$ cat src/sv/rlkd_pkg.sv
// Shared constants for the resistor ladder key decoder: sample scaling,
// key table geometry and configuration register map.
// No dependencies.
package rlkd_pkg;

	localparam int MAX_ENTRIES = 8;
	localparam int SAMPLE_BITS = 12;

	localparam int MV_W      = 12;
	localparam int KEY_W     = 4;
	localparam int ENTRY_W   = MV_W + KEY_W;
	localparam int ENTRY_IDX_W = 3;
	localparam int COUNT_W   = 4;
	localparam int POLLS_W   = 8;

	localparam int FULL_MV     = 3300;
	localparam int SAMPLE_FULL = (1 << SAMPLE_BITS) - 1;

	// raw * 3300 fits in SAMPLE_BITS + 12 bits
	localparam int PROD_W = SAMPLE_BITS + MV_W;
	// p + (p << SAMPLE_BITS), reciprocal of the full scale
	localparam int SUM_W  = PROD_W + SAMPLE_BITS + 1;

	localparam int IN_DATA_W  = 16;
	localparam int OUT_DATA_W = 24;

	localparam int CFG_DATA_W = 64;
	localparam int CFG_ADDR_W = 6;
	localparam int REG_IDX_W  = 3;

	localparam logic [REG_IDX_W-1:0] REG_TABLE_LO = 3'd0;
	localparam logic [REG_IDX_W-1:0] REG_TABLE_HI = 3'd1;
	localparam logic [REG_IDX_W-1:0] REG_COUNT    = 3'd2;
	localparam logic [REG_IDX_W-1:0] REG_TOL      = 3'd3;
	localparam logic [REG_IDX_W-1:0] REG_POLLS    = 3'd4;

	localparam logic [MV_W-1:0]    TOL_RESET   = 12'd100;
	localparam logic [POLLS_W-1:0] POLLS_RESET = 8'd1;
	localparam logic [KEY_W-1:0]   KEY_NONE    = 4'd0;

endpackage

$ cat src/sv/resistor_ladder_key_decoder_top.sv
// Resistor ladder keypad decoder: sample scaling, nearest table entry search
// and debounce, with an APB-style configuration port. Depends on rlkd_pkg.
//
// Input stream: one beat per keypad poll; s_tdata[11:0] raw ADC sample (bits
// 15:12 zero), s_tuser the read-ok flag. Output stream: one beat per poll;
// m_tdata[3:0] pressed key (0 when no new press), [7:4] decoded key, [19:8] mV.
// Configuration: 64-bit registers at byte addresses 0, 8, 16, 24, 32 (table
// low word, table high word, entry count, tolerance, stable polls); write
// them only while no poll is in flight.
// Sequence: a good read takes a multiply step, two divide steps (reciprocal
// estimate, correction), a comparator step per valid table entry and a
// debounce step that loads the output register and raises m_tvalid. A failed
// read skips straight to that debounce step.
// One poll is in flight at a time; s_tready is high only while idle.
// Reset: arst_n clears the debounce state and the last key and millivolts,
// drops m_tvalid and loads register defaults (tolerance 100 mV, stable polls 1,
// empty table).
// Stall: a result waits in the output register; the sequencer holds in its
// last step until m_tready frees the register, and the input stays blocked.
module resistor_ladder_key_decoder_top (
	input  logic                              clk,
	input  logic                              arst_n,
	// s_tdata: sample_raw [11:0], zero [15:12]
	input  logic                              s_tvalid,
	output logic                              s_tready,
	input  logic [rlkd_pkg::IN_DATA_W-1:0]    s_tdata,
	// s_tuser: read_ok [0]
	input  logic                              s_tuser,
	output logic                              m_tvalid,
	input  logic                              m_tready,
	// m_tdata: pressed_key [3:0], current_key [7:4], sample_mv [19:8], zero [23:20]
	output logic [rlkd_pkg::OUT_DATA_W-1:0]   m_tdata,
	input  logic                              psel,
	input  logic                              penable,
	input  logic                              pwrite,
	input  logic [rlkd_pkg::CFG_ADDR_W-1:0]   paddr,
	input  logic [rlkd_pkg::CFG_DATA_W-1:0]   pwdata,
	output logic [rlkd_pkg::CFG_DATA_W-1:0]   prdata,
	output logic                              pready
);
	import rlkd_pkg::*;

	localparam logic [2:0] ST_IDLE   = 3'd0;
	localparam logic [2:0] ST_MUL    = 3'd1;
	localparam logic [2:0] ST_DIV    = 3'd2;
	localparam logic [2:0] ST_CORR   = 3'd3;
	localparam logic [2:0] ST_SEARCH = 3'd4;
	localparam logic [2:0] ST_DONE   = 3'd5;

	// Configuration registers
	logic [CFG_DATA_W-1:0] table_lo_q;
	logic [CFG_DATA_W-1:0] table_hi_q;
	logic [COUNT_W-1:0]    entry_count_q;
	logic [MV_W-1:0]       tol_q;
	logic [POLLS_W-1:0]    polls_q;

	// Sequencer and datapath
	logic [2:0]             state_q;
	logic [SAMPLE_BITS-1:0] raw_q;
	logic                   ok_q;
	logic [PROD_W-1:0]      prod_q;
	logic [MV_W-1:0]        mv_q;
	logic [COUNT_W-1:0]     idx_q;
	logic [MV_W-1:0]        near_dist_q;
	logic [KEY_W-1:0]       near_key_q;
	logic                   found_q;

	// Debounce state
	logic [KEY_W-1:0]   cand_q;
	logic [POLLS_W-1:0] agree_q;
	logic [KEY_W-1:0]   latched_q;
	logic [KEY_W-1:0]   last_key_q;
	logic [MV_W-1:0]    last_mv_q;

	// Output register
	logic               m_tvalid_q;
	logic [KEY_W-1:0]   out_pressed_q;
	logic [KEY_W-1:0]   out_key_q;
	logic [MV_W-1:0]    out_mv_q;

	logic                   cfg_wr;
	logic [REG_IDX_W-1:0]   reg_idx;
	logic [2*CFG_DATA_W-1:0] table_all;
	logic [COUNT_W-1:0]     n_eff;
	logic [ENTRY_W-1:0]     entry_w;
	logic [MV_W-1:0]        entry_mv;
	logic [MV_W-1:0]        delta;
	logic                   take_entry;
	logic [SUM_W-1:0]       recip_sum;
	logic [PROD_W-1:0]      q_times_full;
	logic [PROD_W-1:0]      div_rem;
	logic                   out_free;
	logic                   load_out;
	logic [KEY_W-1:0]       dec_key;

	// ---------------------------------------------------------------
	// Configuration port: zero wait states, decode on the 8-byte slot
	// ---------------------------------------------------------------
	assign pready  = 1'b1;
	assign reg_idx = paddr[CFG_ADDR_W-1 -: REG_IDX_W];
	assign cfg_wr  = psel & penable & pwrite & pready;

	always_comb begin
		case (reg_idx)
			REG_TABLE_LO: prdata = table_lo_q;
			REG_TABLE_HI: prdata = table_hi_q;
			REG_COUNT:    prdata = CFG_DATA_W'(entry_count_q);
			REG_TOL:      prdata = CFG_DATA_W'(tol_q);
			REG_POLLS:    prdata = CFG_DATA_W'(polls_q);
			default:      prdata = '0;
		endcase
	end

	always_ff @(posedge clk or negedge arst_n) begin
		if (!arst_n) begin
			table_lo_q    <= '0;
			table_hi_q    <= '0;
			entry_count_q <= '0;
			tol_q         <= TOL_RESET;
			polls_q       <= POLLS_RESET;
		end else if (cfg_wr) begin
			case (reg_idx)
				REG_TABLE_LO: table_lo_q    <= pwdata;
				REG_TABLE_HI: table_hi_q    <= pwdata;
				REG_COUNT:    entry_count_q <= pwdata[COUNT_W-1:0];
				REG_TOL:      tol_q         <= pwdata[MV_W-1:0];
				REG_POLLS:    polls_q       <= pwdata[POLLS_W-1:0];
				default: ;
			endcase
		end
	end

	// ---------------------------------------------------------------
	// Datapath
	// ---------------------------------------------------------------
	// Clamp the entry count to the table size
	assign n_eff = (entry_count_q > COUNT_W'(MAX_ENTRIES)) ? COUNT_W'(MAX_ENTRIES)
	                                                       : entry_count_q;

	assign table_all = {table_hi_q, table_lo_q};
	assign entry_w   = table_all[{idx_q[ENTRY_IDX_W-1:0], 4'b0000} +: ENTRY_W];
	assign entry_mv  = entry_w[MV_W-1:0];

	// Shared distance comparator, one table entry per cycle
	assign delta      = (mv_q >= entry_mv) ? (mv_q - entry_mv) : (entry_mv - mv_q);
	assign take_entry = (idx_q == '0) || (delta < near_dist_q);

	// Divide by 2^B-1: estimate with (p + p<<B) >> 2B, which is q or q-1
	assign recip_sum    = SUM_W'(prod_q) + (SUM_W'(prod_q) << SAMPLE_BITS);
	assign q_times_full = (PROD_W'(mv_q) << SAMPLE_BITS) - PROD_W'(mv_q);
	assign div_rem      = prod_q - q_times_full;

	// Nearest entry within tolerance, else none
	assign dec_key = (found_q && (near_dist_q <= tol_q)) ? near_key_q : KEY_NONE;

	assign out_free = !m_tvalid_q || m_tready;
	assign load_out = (state_q == ST_DONE) && out_free;
	assign s_tready = (state_q == ST_IDLE);

	always_ff @(posedge clk or negedge arst_n) begin
		if (!arst_n) begin
			state_q <= ST_IDLE;
			idx_q   <= '0;
			found_q <= 1'b0;
		end else begin
			case (state_q)
				ST_IDLE: begin
					if (s_tvalid) begin
						state_q <= s_tuser ? ST_MUL : ST_DONE;
					end
				end
				ST_MUL: begin
					state_q <= ST_DIV;
				end
				ST_DIV: begin
					state_q <= ST_CORR;
				end
				ST_CORR: begin
					idx_q   <= '0;
					found_q <= 1'b0;
					state_q <= (n_eff == '0) ? ST_DONE : ST_SEARCH;
				end
				ST_SEARCH: begin
					found_q <= 1'b1;
					idx_q   <= idx_q + 1'b1;
					if (idx_q + 1'b1 == n_eff) begin
						state_q <= ST_DONE;
					end
				end
				ST_DONE: begin
					if (out_free) begin
						state_q <= ST_IDLE;
					end
				end
				default: state_q <= ST_IDLE;
			endcase
		end
	end

	// Payload registers of the sequencer
	always_ff @(posedge clk) begin
		if (s_tvalid && s_tready) begin
			raw_q <= s_tdata[SAMPLE_BITS-1:0];
			ok_q  <= s_tuser;
		end
		if (state_q == ST_MUL) begin
			prod_q <= PROD_W'(raw_q) * PROD_W'(FULL_MV);
		end
		if (state_q == ST_DIV) begin
			mv_q <= recip_sum[2*SAMPLE_BITS +: MV_W];
		end
		if (state_q == ST_CORR && div_rem >= PROD_W'(SAMPLE_FULL)) begin
			mv_q <= mv_q + 1'b1;
		end
		if (state_q == ST_SEARCH && take_entry) begin
			near_dist_q <= delta;
			near_key_q  <= entry_w[ENTRY_W-1 -: KEY_W];
		end
	end

	// ---------------------------------------------------------------
	// Debounce and output register
	// ---------------------------------------------------------------
	always_ff @(posedge clk or negedge arst_n) begin
		if (!arst_n) begin
			cand_q        <= KEY_NONE;
			agree_q       <= '0;
			latched_q     <= KEY_NONE;
			last_key_q    <= KEY_NONE;
			last_mv_q     <= '0;
			m_tvalid_q    <= 1'b0;
			out_pressed_q <= KEY_NONE;
			out_key_q     <= KEY_NONE;
			out_mv_q      <= '0;
		end else begin
			if (load_out) begin
				m_tvalid_q <= 1'b1;
			end else if (m_tready) begin
				m_tvalid_q <= 1'b0;
			end
			if (load_out) begin
				if (ok_q) begin
					last_key_q <= dec_key;
					last_mv_q  <= mv_q;
					out_key_q  <= dec_key;
					out_mv_q   <= mv_q;
					if (dec_key == KEY_NONE) begin
						// Release: drop candidate and latch
						cand_q        <= KEY_NONE;
						agree_q       <= '0;
						latched_q     <= KEY_NONE;
						out_pressed_q <= KEY_NONE;
					end else if (dec_key != cand_q) begin
						cand_q        <= dec_key;
						agree_q       <= POLLS_W'(1);
						out_pressed_q <= KEY_NONE;
					end else if (agree_q < polls_q) begin
						agree_q       <= agree_q + 1'b1;
						out_pressed_q <= KEY_NONE;
					end else if (latched_q != dec_key) begin
						latched_q     <= dec_key;
						out_pressed_q <= dec_key;
					end else begin
						out_pressed_q <= KEY_NONE;
					end
				end else begin
					// Failed read: repeat the last good sample, hold the debounce state
					out_pressed_q <= KEY_NONE;
					out_key_q     <= last_key_q;
					out_mv_q      <= last_mv_q;
				end
			end
		end
	end

	assign m_tvalid = m_tvalid_q;
	assign m_tdata  = {4'b0000, out_mv_q, out_key_q, out_pressed_q};

`ifndef NO_ASSERTIONS
	// A candidate key and a nonzero agreement count always go together
	a_cand_agree: assert property (@(posedge clk) disable iff (!arst_n)
		(cand_q == KEY_NONE) == (agree_q == '0))
		else $error("candidate and agreement count out of step");

	// One poll in flight: input blocks right after a beat is taken
	a_one_poll: assert property (@(posedge clk) disable iff (!arst_n)
		(s_tvalid && s_tready) |=> !s_tready)
		else $error("input taken while a poll is in flight");

	// The search never visits an entry past the clamped count
	a_search_bound: assert property (@(posedge clk) disable iff (!arst_n)
		(state_q == ST_SEARCH) |-> (idx_q < n_eff))
		else $error("table search ran past the entry count");

	// Scaled sample stays within full-scale millivolts
	a_mv_range: assert property (@(posedge clk) disable iff (!arst_n)
		(state_q == ST_SEARCH) |-> (mv_q <= MV_W'(FULL_MV)))
		else $error("scaled sample above full scale");
`endif

endmodule
$ cat config.mk
export PLATFORM = sky130hd
export DESIGN_NAME = resistor_ladder_key_decoder_top
export DESIGN_NICKNAME = d
export VERILOG_FILES = /design/src/sv/rlkd_pkg.sv /design/src/sv/resistor_ladder_key_decoder_top.sv
export SDC_FILE = /design/constraint.sdc
export NUM_CORES = 1
export LEC_CHECK = 0
export BUFFER_PORTS_ARGS = -buffer_cell sky130_fd_sc_hd__buf_2
export CAP_MARGIN = 15
export CORE_MARGIN = 2
export CORE_UTILIZATION = 30
export CTS_BUF_LIST = sky130_fd_sc_hd__clkbuf_4
export CTS_CLUSTER_SIZE = 20
export DETAILED_ROUTE_END_ITERATION = 12
export SLEW_MARGIN = 20
export SYNTH_ARGS = -nofsm -noshare
export SYNTH_HDL_FRONTEND = slang
export SYNTH_SLANG_ARGS = --single-unit
$ cat constraint.sdc
create_clock -name clk -period 22.4 [get_ports clk]
set_input_delay 4.48 -clock clk [delete_from_list [all_inputs] [get_ports clk]]
set_output_delay 4.48 -clock clk [all_outputs]
set_load 0.02 [all_outputs]
==> implementation parameters, run 1 <==
Parameter                              Value

GRT
  Maximum number of pins on one net before global-route repair    117
  Wire length of the first global-routing pass    77,100 µm
  Number of global-route vias before repair    13,500
  Global routing usage summed across all routing layers    16.3%
  Antenna violations before repair    9
  Overflow left after global routing    0

Drt
  Overall routed net length    50,100 µm
  TritonRoute pass-1 iters    7
  Vias per Instance    5.08
  Initial detailed-routing violation count    880
  Post-detailed-route count of antenna-violating nets    0
  Post-route DRC violation count    0
  Via count    13,500
  Per-cell routed wire length    18.9 µm

Power
  Reported net switching power    1520 µW
  Clock network fraction of design power    13.7%
  Leakage    0.00979 µW
  Maximum resistive drop on vdd    0.0833 mV
  Power density normalized to cell area    165 nW/µm²
  Internal cell power    1850 µW
  Combinational Power Share    60.9%
  Sequential share of power    25.4%
  Net Sw Frac    45.1%

Place
  Last weighted congestion value of the routability-driven placer    0.871
  Pre-CTS WS    11.23 ns
  DP Wirelength    37,100 µm
  PortBufs    172

Synth
  Summed instance area of the synthesized netlist    17,800 µm²
  Synthesized area per cell    11.0 µm²
  Number of flops mapped to enable cells by yosys    63
  Number of distinct library cells after synthesis    77
  Count of mapped cells out of synthesis    1,619
  Ys Warns    0
  FFs w/ async S/R, synth    75.8%
  Commonest register cell after synthesis    sky130_fd_sc_hd__dfrtp_1
  Post-synthesis sequential area ratio    38.4%
  Synthesis-stage register bit count    260

Cells and area
  Layout cells sized above 1    27.6%
  Multi-input combinational cell area    10,000 µm²
  Sequential Area    6830 µm²
  Most common library cell in the layout ignoring fill and taps    sky130_fd_sc_hd__dfrtp_1
  Layout fillers    5,952
  Commonest non-fill, non-tap cells in the layout    191 x sky130_fd_sc_hd__dfrtp_1, 189 x sky130_fd_sc_hd__inv_1, 180 x sky130_fd_sc_hd__ha_1
  # nets final    2,128
  Layout Area Growth over Synthesis    15.2%

Critical path
  Worst-path maximum fanout    57
  Beginning of the critical path    paddr[3]
  Required time of the critical path    17.92 ns
  Longest individual stage delay on the worst path    0.58 ns
  Ordered cell list for the critical path    buf_2 -> nor2b_1 -> nor2b_4 -> buf_4 -> a22oi_1 -> nand2_1 -> buf_2
  CP dominant cell by count    sky130_fd_sc_hd__buf_2
  Arrival time of the worst setup path    6.76 ns
  Type of the setup path with the least slack    in2out
  Critical Path Start Type    input pin
  Critical path's slowest cell    sky130_fd_sc_hd__buf_4
  Critical Path End Type    output port
  Launch point of the worst reg-to-reg path    idx_q[1]

Die
  Die extent in y    247 µm
  Number of top-level pins    185
  Starting utilization of the core area    30.2%
  Die boundary width    247 µm
  Core ar.    58,800 µm²
  Cell row count    89
  Total die area    61,200 µm²

Timing
  Worst Setup Slack, final    11.16 ns
  Slew Limit Fails    0
  RSZ-0062 raised after global routing    no
  Finish-stage setup viols    0
  Sum of negative setup slack    0 ns
  Relative slew slack    29.9%
  Post-route minimum period    11.24 ns
  Maximum operating frequency    0.0890 GHz
  Fraction of the cycle the final worst path needs    50.2%
  Worst clock skew on the final layout    0.0618 ns
  Slew at the pin with the worst max-slew slack    1.04 ns
  Hold Fails Final Rpt    0

Clock tree
  Deepest clock path buffer count    3
  CTS tree    done
  Cells resized by post-CTS repair    0
  Post-CTS Hold Fix Bufs    0
  Number of sinks on the clock net    260
  Cell at the root of the clock tree    sky130_fd_sc_hd__clkbuf_4
  Clock-pin slew of the registers on the worst-case setup and hold paths    0.05 ns
  Maximum level of the CTS H-tree    3
  Number of buffers inserted during clock tree synthesis    77
  Setup repair bufs after CTS    0
  Latest clock arrival within the worst-skew pair    0.81 ns

Outcome
  Outcome    complete, no violations

Hold path
  Launch point of the worst hold path    last_mv_q[2]
  Worst min-delay path class    reg2reg

Run
  Max cap viols    0
worst max-delay path: cells and delay by family:
kind	cells	cell delay [ns]
buf+inv	3	1.08
simple gates	3	0.81
compound gates	1	0.33
state kept, by name, summed over array words and instances, names as in the netlist, 8 cells and up:
signal       cells
agree_q          8
last_mv_q       12
mv_q            12
near_dist_q     12
polls_q          8
prod_q          22
raw_q           12
table_hi_q      64
table_lo_q      64
tol_q           12
through the flow:
| step | util, % | power (µW) | hold WS, ns | std cells | area, µm² |
|---|---|---|---|---|---|
| after floorplan | - | 2400 | 0.451 | 1622 | 17800 |
| after global placement | 33.1 | 2850 | 0.471 | 2514 | 19500 |
| after detailed placement | 33.1 | 2900 | 0.471 | 2514 | 19500 |
| after CTS | 34.7 | 3390 | 0.483 | 2643 | 20400 |
| after global routing | 34.8 | 3700 | 0.500 | 2650 | 20500 |
| final | 34.8 | 3370 | 0.474 | 2651 | 20500 |
worst paths after layout:
check | cells past startpoint | end | slack (ns)
max | 7 | prdata[4] | 11.16
min | 2 | last_mv_q[2] | 0.47
max reg2reg | 23 | near_dist_q[1] | 14.86
min reg2reg | 2 | last_mv_q[2] | 0.47
max in group asynchronous | 3 | table_hi_q[35] | 17.24
min in group asynchronous | 1 | agree_q[5] | 3.59
area by class of cell:
class / count / area share [%]
inverter: 190 / 3.48
antenna: 7 / 0.0856
sequential: 260 / 33.4
multi-input combinational: 1107 / 48.9
clock buffer: 113 / 4.14
clock inverter: 16 / 0.495
timing repair buffer: 185 / 4.84
tap: 773 / 4.72
power by group through the flow:
| stage | clock (µW) | combinational, µW | sequential (µW) |
|---|---|---|---|
| after CTS | 479 | 2060 | 855 |
| after global routing | 502 | 2330 | 875 |
| after global placement | 0 | 1990 | 858 |
| after detailed placement | 0 | 2040 | 864 |
| after floorplan | 0 | 1600 | 800 |
| final | 461 | 2050 | 857 |
metal layers:
layer  routed length [µm]  track usage, %
met3                 2350            3.00
met5                   21               0
met4                 2030            7.64
met2                22800            24.9
met1                22900            22.2
synthesized netlist by cell type, drive strengths merged (11+ instances only):
cell    instances  share of area [%]
mux2i          37                2.1
a211oi         15               0.66
nand3          31               0.87
a22oi          18               0.76
edfxtp         63                 11
dfrtp         193                 27
nor3           19               0.53
a21o           31                1.3
inv           189                4.0
a21oi          68                1.9
ha            180                 13
nand2          88                1.9
xor2           23                1.1
nand4          11               0.39
fa             33                3.7
clkbuf         50                1.1
xnor2          47                2.3
buf            15               0.52
mux2          150                9.5
nor2b          15               0.53
a22o           62                3.1
nor2           44               0.93
mux4           32                4.1
o21ai          73                2.1
kinds of logic (layout without fill, tap and decap cells):
kind of cell    after synthesis  after routing  synth area share, %
mux                         219            219                 15.6
other cells                   2             12               0.0422
compound gates              341            341                 13.3
simple gates                259            259                 7.13
fa+ha+maj                   213            213                 16.4
buf+inv                     255            504                 5.65
flops                       260            260                 38.4
xor+xnor                     70             70                 3.45
Power figures use the tool's default switching activity.
==> inputs of run 2 (changes only) <==
clock period = 9.7 ns   (was 22.4 ns; I/O delays follow)
==> run 2 against run 1 <==
Sequential power increased by 130%. Highest routed layer unchanged. Via count decreased by 0.78%. Count of clock-buffer cells in the layout decreased by 8. Wire length decreased by 1.1%. Global-route usage decreased by 0.12 points. First-iteration DRC count decreased by 17%. Utilization increased by 0.055 points. Critical path depth increased by 15. Total power increased by 130%.
==> implementation parameters, run 2 (same netlist as run 1, synthesis figures left out) <==
Parameter                              Value

Outcome
  Outcome    complete, no violations

Clock tree
  Number of buffers inserted during clock tree synthesis    76 (-1.3%)
  Number of sinks on the clock net    260 (unchanged)
  Maximum level of the CTS H-tree    3 (unchanged)
  CTS tree    done
  Cells resized by post-CTS repair    0 (unchanged)
  Clock-pin slew of the registers on the worst-case setup and hold paths    0.07 ns (+0.02 ns)
  Setup repair bufs after CTS    0 (unchanged)
  Post-CTS Hold Fix Bufs    0 (unchanged)
  Deepest clock path buffer count    3 (unchanged)
  Cell at the root of the clock tree    sky130_fd_sc_hd__clkbuf_4
  Latest clock arrival within the worst-skew pair    0.81 ns (about the same)

Critical path
  Critical Path End Type    flop
  Required time of the critical path    10.14 ns (-7.78 ns)
  Type of the setup path with the least slack    reg2reg
  Arrival time of the worst setup path    7.20 ns (+0.44 ns)
  Critical Path Start Type    flop
  Worst-path maximum fanout    30 (-47%)

Cells and area
  Most common library cell in the layout ignoring fill and taps    sky130_fd_sc_hd__dfrtp_1
  Layout Area Growth over Synthesis    15.4%
  Multi-input combinational cell area    10,000 µm² (unchanged)
  Final non-filler cell total    2,657 (+0.23%)
  Commonest non-fill, non-tap cells in the layout    191 x sky130_fd_sc_hd__dfrtp_1, 189 x sky130_fd_sc_hd__inv_1, 180 x sky130_fd_sc_hd__ha_1
  Layout cells sized above 1    27.3% (-0.25 points)
  Sequential Area    6830 µm² (unchanged)
  # nets final    2,127 (-0.047%)
  Layout fillers    5,966 (+0.24%)
  Utilization after layout    34.9% (+0.055 points)
  Top Registers    table_hi_q x64, table_lo_q x64, prod_q x22

Die
  Die extent in y    247 µm (unchanged)
  Cell row count    89 (unchanged)
  Starting utilization of the core area    30.2% (unchanged)
  Core ar.    58,800 µm² (unchanged)
  Number of top-level pins    185 (unchanged)
  Total die area    61,200 µm² (unchanged)
  Die boundary width    247 µm (unchanged)

GRT
  Overflow left after global routing    0 (unchanged)
  Global routing usage summed across all routing layers    16.2% (-0.12 points)
  Maximum number of pins on one net before global-route repair    121 (+3.4%)
  Antenna violations before repair    8 (-1)
  Wire length of the first global-routing pass    76,600 µm (-0.65%)
  Number of global-route vias before repair    13,600 (+0.62%)

Timing
  Slew at the pin with the worst max-slew slack    1.05 ns (+0.00652 ns)
  Worst hold margin    0.484 ns (+0.00920 ns)
  RSZ-0062 raised after global routing    no
  Fraction of the cycle the final worst path needs    69.7%
  Sum of negative setup slack    0 ns (unchanged)
  Post-route minimum period    6.76 ns
  Finish-stage setup viols    0 (unchanged)
  Relative slew slack    29.5% (-0.44 points)
  Worst clock skew on the final layout    0.0482 ns (-0.0136 ns)
  Slew Limit Fails    0 (unchanged)
  Maximum operating frequency    0.148 GHz
  Hold Fails Final Rpt    0 (unchanged)

Hold path
  Worst min-delay path class    reg2reg

Drt
  Via count    13,400 (-0.78%)
  Post-route DRC violation count    0 (unchanged)
  Vias per Instance    5.02 (-1.0%)
  TritonRoute pass-1 iters    7 (unchanged)
  Per-cell routed wire length    18.7 µm (-1.4%)
  Post-detailed-route count of antenna-violating nets    0 (unchanged)
  Initial detailed-routing violation count    729 (-17%)
  Overall routed net length    49,600 µm (-1.1%)

Power
  Leakage    0.00981 µW (+0.21%)
  Maximum resistive drop on vdd    0.239 mV (+190%)
  Power density normalized to cell area    380 nW/µm² (+130%)
  Power Total    7800 µW (+130%)

Place
  DP Wirelength    37,200 µm (+0.36%)
  Placed Instances    2,515 (+0.040%)
  Last weighted congestion value of the routability-driven placer    0.849 (-2.5%)
  PortBufs    172 (unchanged)

Run
  Max cap viols    0 (unchanged)
## run 2: cell type report
cell class	count	share of cell area, %
repair buffers	185	4.73
diodes	7	0.0854
inverters	190	3.48
flip-flops and latches	260	33.3
multi-input cells	1107	48.8
clock buffers	105	3.84
well taps	773	4.72
clock inverters	30	1.04
## run 2: final timing paths
kind / endpoint / start / slack [ns] / depth (start not counted)
hold / removal: last_mv_q[6] / last_mv_q[6] / 0.48 / 2
setup reg to reg: near_dist_q[5] / idx_q[0] / 2.94 / 22
min in group asynchronous: out_pressed_q[0] / arst_n / 1.25 / 1
max in group asynchronous: m_tvalid / arst_n / 7.12 / 2
setup / recovery: near_dist_q[5] / idx_q[0] / 2.94 / 22
hold reg to reg: last_mv_q[6] / last_mv_q[6] / 0.48 / 2
## run 2: critical path, stage by stage (launching register included)
cell                       delay [ns]
sky130_fd_sc_hd__dfrtp_2         0.59
sky130_fd_sc_hd__buf_4           0.52
sky130_fd_sc_hd__mux4_2          0.56
sky130_fd_sc_hd__mux2i_1         0.45
sky130_fd_sc_hd__inv_1           0.10
sky130_fd_sc_hd__ha_1            0.38
sky130_fd_sc_hd__a21oi_1         0.16
sky130_fd_sc_hd__nor2b_1         0.07
sky130_fd_sc_hd__o41a_1          0.35
sky130_fd_sc_hd__o221ai_1        0.23
sky130_fd_sc_hd__a22o_1          0.61
sky130_fd_sc_hd__mux2_2          0.42
sky130_fd_sc_hd__ha_1            0.27
sky130_fd_sc_hd__a21o_1          0.15
sky130_fd_sc_hd__a21oi_1         0.14
sky130_fd_sc_hd__nor2b_1         0.06
sky130_fd_sc_hd__o21ai_0         0.13
sky130_fd_sc_hd__nand2b_1        0.07
sky130_fd_sc_hd__a21oi_1         0.16
sky130_fd_sc_hd__o21ai_0         0.15
sky130_fd_sc_hd__a41o_1          0.28
sky130_fd_sc_hd__o41ai_2         0.21
sky130_fd_sc_hd__buf_4           0.33
## run 2: per-stage QoR
step | setup slack [ns] | cell area (µm²)
6_report | 2.94 | 20500
5_1_grt | 2.49 | 20500
4_1_cts | 2.85 | 20500
3_5_place_dp | 2.90 | 19500
3_3_place_gp | 2.96 | 19500
2_1_floorplan | 1.74 | 17800
## run 2: report_power, final
| group | internal (µW) | switching, µW |
|---|---|---|
| combinational | 2090 | 2680 |
| clock | 585 | 510 |
| sequential | 1630 | 313 |
| total | 4300 | 3500 |
## run 2: layer usage
| metal | vias to the layer above | share of wire, % | global-route usage, % | wire, µm |
|---|---|---|---|---|
| li1 | 6306 | - | - | - |
| met1 | 6591 | 44 | 21.2 | 21900 |
| met2 | 362 | 48 | 26.1 | 23700 |
| met3 | 89 | 5.0 | 2.96 | 2460 |
| met4 | 2 | 3.0 | 7.08 | 1470 |
| met5 | - | 0.026 | 0 | 13 |
